## src/hw/rtl/wrsd_pkg.sv

```systemverilog
package wrsd_pkg;

  localparam int WEIGHT_FRAC = 8;
  localparam int MAX_SHIFT   = 8;
  localparam int RATE_MULT   = 1000;
  localparam int CFG_W       = 16;
  localparam int CFG_IDX_W   = 3;

  localparam logic [3:0]  AVG_SHIFT_RESET   = 4'd3;
  localparam logic [15:0] INTERVAL_RESET    = 16'd100;
  localparam logic [15:0] ALPHA_FAST_RESET  = 16'd16384;
  localparam logic [15:0] ALPHA_SLOW_RESET  = 16'd3277;
  localparam logic [15:0] BETA_VAR_RESET    = 16'd3277;
  localparam logic [15:0] STD_MOVE_RESET    = 16'd768;
  localparam logic [7:0]  BREACH_LIM_RESET  = 8'd5;
  localparam logic [47:0] VAR_RESET         = 48'd32768;

  typedef enum logic [CFG_IDX_W-1:0] {
    REG_AVG_SHIFT    = 3'd0,
    REG_INTERVAL     = 3'd1,
    REG_ALPHA_FAST   = 3'd2,
    REG_ALPHA_SLOW   = 3'd3,
    REG_BETA_VAR     = 3'd4,
    REG_STD_MOVE     = 3'd5,
    REG_BREACH_LIMIT = 3'd6
  } cfg_reg_t;

  typedef enum logic [4:0] {
    OP_NONE, OP_LOAD, OP_EVAL, OP_DIFF, OP_DIVCHK, OP_DIV, OP_SEED,
    OP_B0, OP_B1, OP_B2, OP_B3, OP_B4, OP_GAP, OP_V0, OP_V1, OP_V2,
    OP_T0, OP_T1, OP_T2, OP_OUT
  } dp_op_t;

  typedef struct packed {
    dp_op_t op;
  } dp_cmd_t;

  typedef struct packed {
    logic rate_go;
    logic seeded;
    logic sat;
    logic div_last;
  } dp_status_t;

endpackage

```

## src/hw/rtl/wrsd_ctrl.sv

```systemverilog
module wrsd_ctrl (
  input  logic                clk,
  input  logic                rst,
  input  logic                in_valid,
  output logic                in_stall,
  output logic                out_valid,
  input  logic                out_stall,
  input  wrsd_pkg::dp_status_t st,
  output wrsd_pkg::dp_cmd_t    cmd
);
  import wrsd_pkg::*;

  typedef enum logic [18:0] {
    S_IDLE   = 19'd1,
    S_EVAL   = 19'd2,
    S_DIFF   = 19'd4,
    S_DIVCHK = 19'd8,
    S_DIV    = 19'd16,
    S_SEED   = 19'd32,
    S_B0     = 19'd64,
    S_B1     = 19'd128,
    S_B2     = 19'd256,
    S_B3     = 19'd512,
    S_B4     = 19'd1024,
    S_GAP    = 19'd2048,
    S_V0     = 19'd4096,
    S_V1     = 19'd8192,
    S_V2     = 19'd16384,
    S_T0     = 19'd32768,
    S_T1     = 19'd65536,
    S_T2     = 19'd131072,
    S_DONE   = 19'd262144
  } state_t;

  state_t state, state_next;
  logic   out_load;

  always_comb begin
    state_next = state;
    cmd.op     = OP_NONE;
    out_load   = 1'b0;
    unique case (state)
      S_IDLE: begin
        if (in_valid) begin
          cmd.op     = OP_LOAD;
          state_next = S_EVAL;
        end
      end
      S_EVAL: begin
        cmd.op     = OP_EVAL;
        state_next = st.rate_go ? S_DIFF : S_DONE;
      end
      S_DIFF: begin
        cmd.op     = OP_DIFF;
        state_next = S_DIVCHK;
      end
      S_DIVCHK: begin
        cmd.op = OP_DIVCHK;
        if (st.sat) state_next = st.seeded ? S_B0 : S_SEED;
        else state_next = S_DIV;
      end
      S_DIV: begin
        cmd.op = OP_DIV;
        if (st.div_last) state_next = st.seeded ? S_B0 : S_SEED;
      end
      S_SEED: begin cmd.op = OP_SEED; state_next = S_GAP; end
      S_B0:   begin cmd.op = OP_B0;   state_next = S_B1;  end
      S_B1:   begin cmd.op = OP_B1;   state_next = S_B2;  end
      S_B2:   begin cmd.op = OP_B2;   state_next = S_B3;  end
      S_B3:   begin cmd.op = OP_B3;   state_next = S_B4;  end
      S_B4:   begin cmd.op = OP_B4;   state_next = S_GAP; end
      S_GAP:  begin cmd.op = OP_GAP;  state_next = S_V0;  end
      S_V0:   begin cmd.op = OP_V0;   state_next = S_V1;  end
      S_V1:   begin cmd.op = OP_V1;   state_next = S_V2;  end
      S_V2:   begin cmd.op = OP_V2;   state_next = S_T0;  end
      S_T0:   begin cmd.op = OP_T0;   state_next = S_T1;  end
      S_T1:   begin cmd.op = OP_T1;   state_next = S_T2;  end
      S_T2:   begin cmd.op = OP_T2;   state_next = S_DONE; end
      S_DONE: begin
        // result register free or draining this cycle
        if (!out_valid || !out_stall) begin
          cmd.op     = OP_OUT;
          out_load   = 1'b1;
          state_next = S_IDLE;
        end
      end
      default: state_next = S_IDLE;
    endcase
  end

  assign in_stall = (state != S_IDLE);

  always_ff @(posedge clk) begin
    if (rst) begin
      state     <= S_IDLE;
      out_valid <= 1'b0;
    end else begin
      state <= state_next;
      if (out_load) out_valid <= 1'b1;
      else if (!out_stall) out_valid <= 1'b0;
    end
  end

endmodule

```

## config.mk

```make
export PLATFORM = sky130hd
export DESIGN_NAME = wrsd_ctrl
export DESIGN_NICKNAME = d
export VERILOG_FILES = /design/src/hw/rtl/wrsd_pkg.sv /design/src/hw/rtl/wrsd_ctrl.sv
export SDC_FILE = /design/constraint.sdc
export NUM_CORES = 1
export LEC_CHECK = 0
export ABC_CLOCK_PERIOD_IN_PS = 6400
export BUFFER_PORTS_ARGS = -buffer_cell sky130_fd_sc_hd__buf_2
export CORE_MARGIN = 5
export CORE_UTILIZATION = 55
export DETAILED_ROUTE_END_ITERATION = 8
export PLACE_DENSITY = 0.75
export SYNTH_ARGS = -nofsm -noshare
export SYNTH_HDL_FRONTEND = slang
export SYNTH_SLANG_ARGS = --single-unit
```

## constraint.sdc

```tcl
create_clock -name clk -period 6.4 [get_ports clk]
set_clock_uncertainty 0.1 [all_clocks]
set_input_delay 0.32 -clock clk [delete_from_list [all_inputs] [get_ports clk]]
set_output_delay 0.32 -clock clk [all_outputs]
set_load 0.02 [all_outputs]
```

; Yosys cells after proc, flatten, opt, wreduce, memory -nomap -nowiden
; Cells that the tools add are included.
[word_totals]
regBits = 20
out_inout_bits = 7
elab_cells = 45
[classes]
reduce_logical = 5
mux = 14
eq_ne = 24
[ops]
columns = op, count
row1 = $pmux W19 S18, 1
row2 = $pmux W5 S19, 1
row3 = $mux W19, 4
row4 = $eq A19 B1 Y1 const B, 1
row5 = $eq A19 B10 Y1 const B, 1
row6 = $eq A19 B11 Y1 const B, 1
row7 = $eq A19 B12 Y1 const B, 1
row8 = $eq A19 B13 Y1 const B, 1
row9 = $eq A19 B14 Y1 const B, 1
row10 = $eq A19 B15 Y1 const B, 1
row11 = $eq A19 B16 Y1 const B, 1
row12 = $eq A19 B17 Y1 const B, 1
row13 = $eq A19 B18 Y1 const B, 1
row14 = $eq A19 B19 Y1 const B, 1
row15 = $eq A19 B2 Y1 const B, 1
row16 = $eq A19 B3 Y1 const B, 1
row17 = $eq A19 B4 Y1 const B, 1
row18 = $eq A19 B5 Y1 const B, 1
row19 = $eq A19 B6 Y1 const B, 1
row20 = $eq A19 B7 Y1 const B, 1
row21 = $eq A19 B8 Y1 const B, 1
row22 = $eq A19 B9 Y1 const B, 1
row23 = $ne A19 B1 Y1 const B, 1
row24 = $mux W7, 2
row25 = other kinds (8), 15

; Logic depth before layout (Yosys ltp)
[depth]
ltp_word = 5
mapped_depth = 7
depth_no_buf = 5

; Worst setup path before layout
; OpenSTA, ideal clock, no wires.
[synth_path]
path_kind = register to output
startpoint = register state[6]
endpoint = output port cmd[0] (netlist name)
path_slack_ns = 3.899
arrival_time_ns = 2.081
n_path_buf = 2
path_stages_with_launch = 8
path_cell_list = dfxtp_1 buf_2 or4_4 buf_2 or4_1 nor4_1 nor3_1 nand4b_1
[synth_rtl]
columns = item, line_no
row1 = start: declaration, wrsd_ctrl.sv:35  ; state_t state, state_next;
row2 = start signal: assignment, wrsd_ctrl.sv:98  ; state <= state_next;
row3 = end: declaration, wrsd_ctrl.sv:9  ; output wrsd_pkg::dp_cmd_t cmd

==> results.txt <==
----------------------------------------------------
[CTS]
  Maximum clock insertion buffer count ... 2
  Deepest level of the CTS H-tree ... 1
  Count of instances resized after the clock tree is built ... 0
  Worst-skew pair later-pin latency ... 0.30 ns
  Clock net sink count ... 20
  TritonCTS clock tree ... yes
  Clock root buffer ... clkbuf_4
  Clock Pin Slew Worst Setup and Hold Paths ... 0.11 ns
  Post-CTS Repair Setup Buffers ... 0
  Clock buffer count from CTS ... 3
  CTS Hold Buffers Added ... 0

[Synthesis]
  Mapped Nets ... 183
  Post-synthesis share of cell area spent on full adders, half adders and majority gates ... 0%
  Share of synthesized cell area in and, or, nand and nor gates ... 50.5%
  Post-synthesis mux area share ... 0%
  Combinational family with the most area after synthesis ... simple AND/OR/NAND/NOR gates
  Fraction of synthesized cell area in xor and xnor cells ... 5.05%
  Count of different cell masters after synthesis ... 38
  Mapped Cells ... 175
  Netlist area before placement ... 1390 sq um
  Ys Warns ... 0
  Flip-flop and latch count after synthesis ... 20
  Sequential-to-total area share from yosys stat ... 28.8%
  Post-synthesis average cell area ... 7.94 sq um
  Fraction of the mapped netlist area in compound gates ... 8.65%

[Floorplanning]
  I/O pin count ... 15
  Die width ... 60.3 um
  DIE HEIGHT ... 60.3 um
  Floorplan die area ... 3630 sq um
  Initial Util ... 56.6%
  Row count ... 18
  Area of the placeable core ... 2450 sq um

[Global route]
  Initial antenna violation count ... 0
  Total routing usage reported by global routing ... 19.8%
  First-pass GRT wire length ... 5530 um
  Via count of the first global-routing pass ... 1187
  Total overflow reported by the global router ... 0
  Maximum number of pins on one net before global-route repair ... 16

[STA]
  Total negative slack ... 0 ns
  Peak Freq ... 0.311 GHz
  Transition time at the pin with the least slew margin ... 0.534 ns
  RSZ-0062 raised after global routing ... no
  Final-report hold violation count ... 0
  Final count of negative-setup-slack endpoints ... 0
  Final slew viol count ... 0
  Crit path time final ... 3.21 ns
  Ratio of final minimum period to clock period ... 50.2%
  Normalized max-slew margin ... 64.4%

[Worst setup path]
  List of cells traversed by the critical path ... or4_1 > or4_4 > nor4_1 > nor3_1 > nand4b_1 > buf_2
  Critical-path cell with the highest stage delay ... or4_1
  Req. time, crit path ... 5.98 ns
  Biggest cell delay along the critical path ... 0.80 ns
  Startpoint type of the worst setup path ... flip-flop
  Crit path capture type ... output pin
  Biggest fanout along the worst timing path ... 14
  Worst Path Arrival ... 2.79 ns
  Crit Path Category ... reg2out

[Finish]
  Post-synthesis to final-layout area growth ... 5.05%
  Total non-filler cell area in the finished layout ... 1460 sq um
  Number of nets in the finished design ... 188
  Number of antenna cells inserted ... 0
  Total of fill cells in the finished design ... 224
  Fraction of final layout cells sized beyond drive strength 1 ... 16.8%

[Route]
  Via count of the routed design ... 1378
  Detailed Route Iter0 Violations ... 80
  Total routed wirelength ... 3270 um
  First-pass detailed-route iteration total ... 4
  Average routed wire per standard cell ... 15.6 um
  Remaining DRCs ... 0
  Remaining antenna violation count ... 0
  Via density per instance ... 6.59

[Power and ir drop]
  Switch share ... 30.8%
  Net Switching ... 85.3 uW
  Fraction of power consumed by combinational cells ... 25.6%
  P_leak ... 0.000532 uW
  Cell-internal power ... 191 uW
  IR Drop Worst-Case VDD ... 0.129 mV
  Power per Cell Area ... 190 nW/um^2
  Share of total power in sequential cells ... 48.5%
  Clock group share of total power ... 26.0%

[Run]
  Max-cap violations ... 0

[Placement]
  DP Wirelength ... 2480 um
  Number of port buffers ... 14
  Total cell area at the placement stage ... 1420 sq um
  RD Place Congestion ... 0.886

[Run status]
  Result of the run ... finished clean

[Worst hold path]
  Hold crit path type ... in2reg

----------------------------------------------------
## cell usage after synthesis, drive strengths merged
master	n	area, sq um
nor4	18	131
a2bb2oi	1	8.76
nor2	20	75.1
xnor2	7	61.3
nor4b	8	70.1
dfxtp	20	400
buf	7	47.5
inv	6	22.5
nand4b	3	26.3
or2	2	12.5
o21ai	2	10.0
nand4	4	25.0
or4b	1	10.0
and4b	3	30.0
nor3b	4	30.0
xor2	1	8.76
nand3b	2	15.0
a31oi	2	12.5
and4	1	8.76
nand2b	2	12.5
a32oi	1	8.76
and2	4	25.0
nand3	5	25.0
a22oi	4	30.0
or3	3	18.8
nor3	10	55.1
nor2b	3	18.8
and3	2	12.5
clkbuf	7	26.3
or4	7	71.3
nor4bb	1	10.0
a311o	1	10.0
a21oi	8	40.0
nand2	5	18.8
## state kept, by name, indices dropped and copies added (netlist names)
signal     count
state         19
out_valid      1
## area by class of cell
cell class / instances / area, sq um / share of cell area, %
Tap cell: 30 / 37.5 / 2.57
Inverter: 6 / 22.5 / 1.54
Multi-Input combinational cell: 135 / 892 / 61.1
Timing Repair Buffer: 14 / 70.1 / 4.80
Sequential cell: 20 / 400 / 27.4
Clock buffer: 4 / 36.3 / 2.49
## cells in the final DEF (no fill, tap or decap), drive strengths merged, types with 2 or more instances in the layout
master / count
nand2b: 2
dfxtp: 20
nor2: 20
nand4: 4
a22oi: 4
a21oi: 8
nor4: 18
buf: 14
xnor2: 7
nor3: 10
or3: 3
a31oi: 2
nor4b: 8
o21ai: 2
nor2b: 3
and3: 2
or2: 2
clkbuf: 4
nand2: 5
and2: 4
nor3b: 4
or4: 7
nand4b: 3
nand3: 5
inv: 6
and4b: 3
nand3b: 2
## metrics by stage
stage | util (%) | hold WS [ns] | total power, uW | std cells | setup slack, ns
final | 59.4 | 0.0832 | 277 | 209 | 3.19
after global routing | 59.4 | 0.0628 | 296 | 209 | 3.06
after CTS | 59.4 | 0.0814 | 278 | 209 | 3.22
after detailed placement | 58.0 | 0.404 | 207 | 205 | 3.56
after global placement | 58.0 | 0.396 | 206 | 205 | 3.61
after floorplan | - | 0.299 | 195 | 175 | 3.90
## power groups by stage
stage / Combinational, uW / Clock (uW) / Sequential, uW
2_1_floorplan: 62.3 / 0 / 133
3_3_place_gp: 69.3 / 0 / 137
3_5_place_dp: 69.9 / 0 / 137
4_1_cts: 70.1 / 73.6 / 134
5_1_grt: 78.8 / 82.3 / 135
6_report: 70.7 / 71.9 / 134
## cell families (layout without fill, tap and decap cells)
group | count (synthesis) | count (layout)
compound gates | 19 | 19
xor+xnor | 8 | 8
buf+inv | 20 | 24
flops | 20 | 20
simple gates | 108 | 108
## path summary, 6_finish.rpt
path              cells past startpoint       from  slack, ns         to
setup / recovery                      6   state[8]       3.19     cmd[0]
hold / removal                        2      st[2]       0.08   state[5]
setup reg to reg                      5   state[8]       3.86   state[0]
hold reg to reg                       2  state[11]       0.44  state[12]
## worst max-delay path, delay by kind of cell, from the launching register on
kind	cells	cell delay [ns]
buf+inv	1	0.17
flops	1	0.37
simple gates	5	1.96
## routing by layer
layer | share of wire (%) | GRT usage, %
met4 | 1.3 | 6.01
met5 | 0 | 0
met1 | 47 | 28.0
met2 | 44 | 29.9
met3 | 7.0 | 4.10
Note: power is estimated with default switching activity, not from simulation.
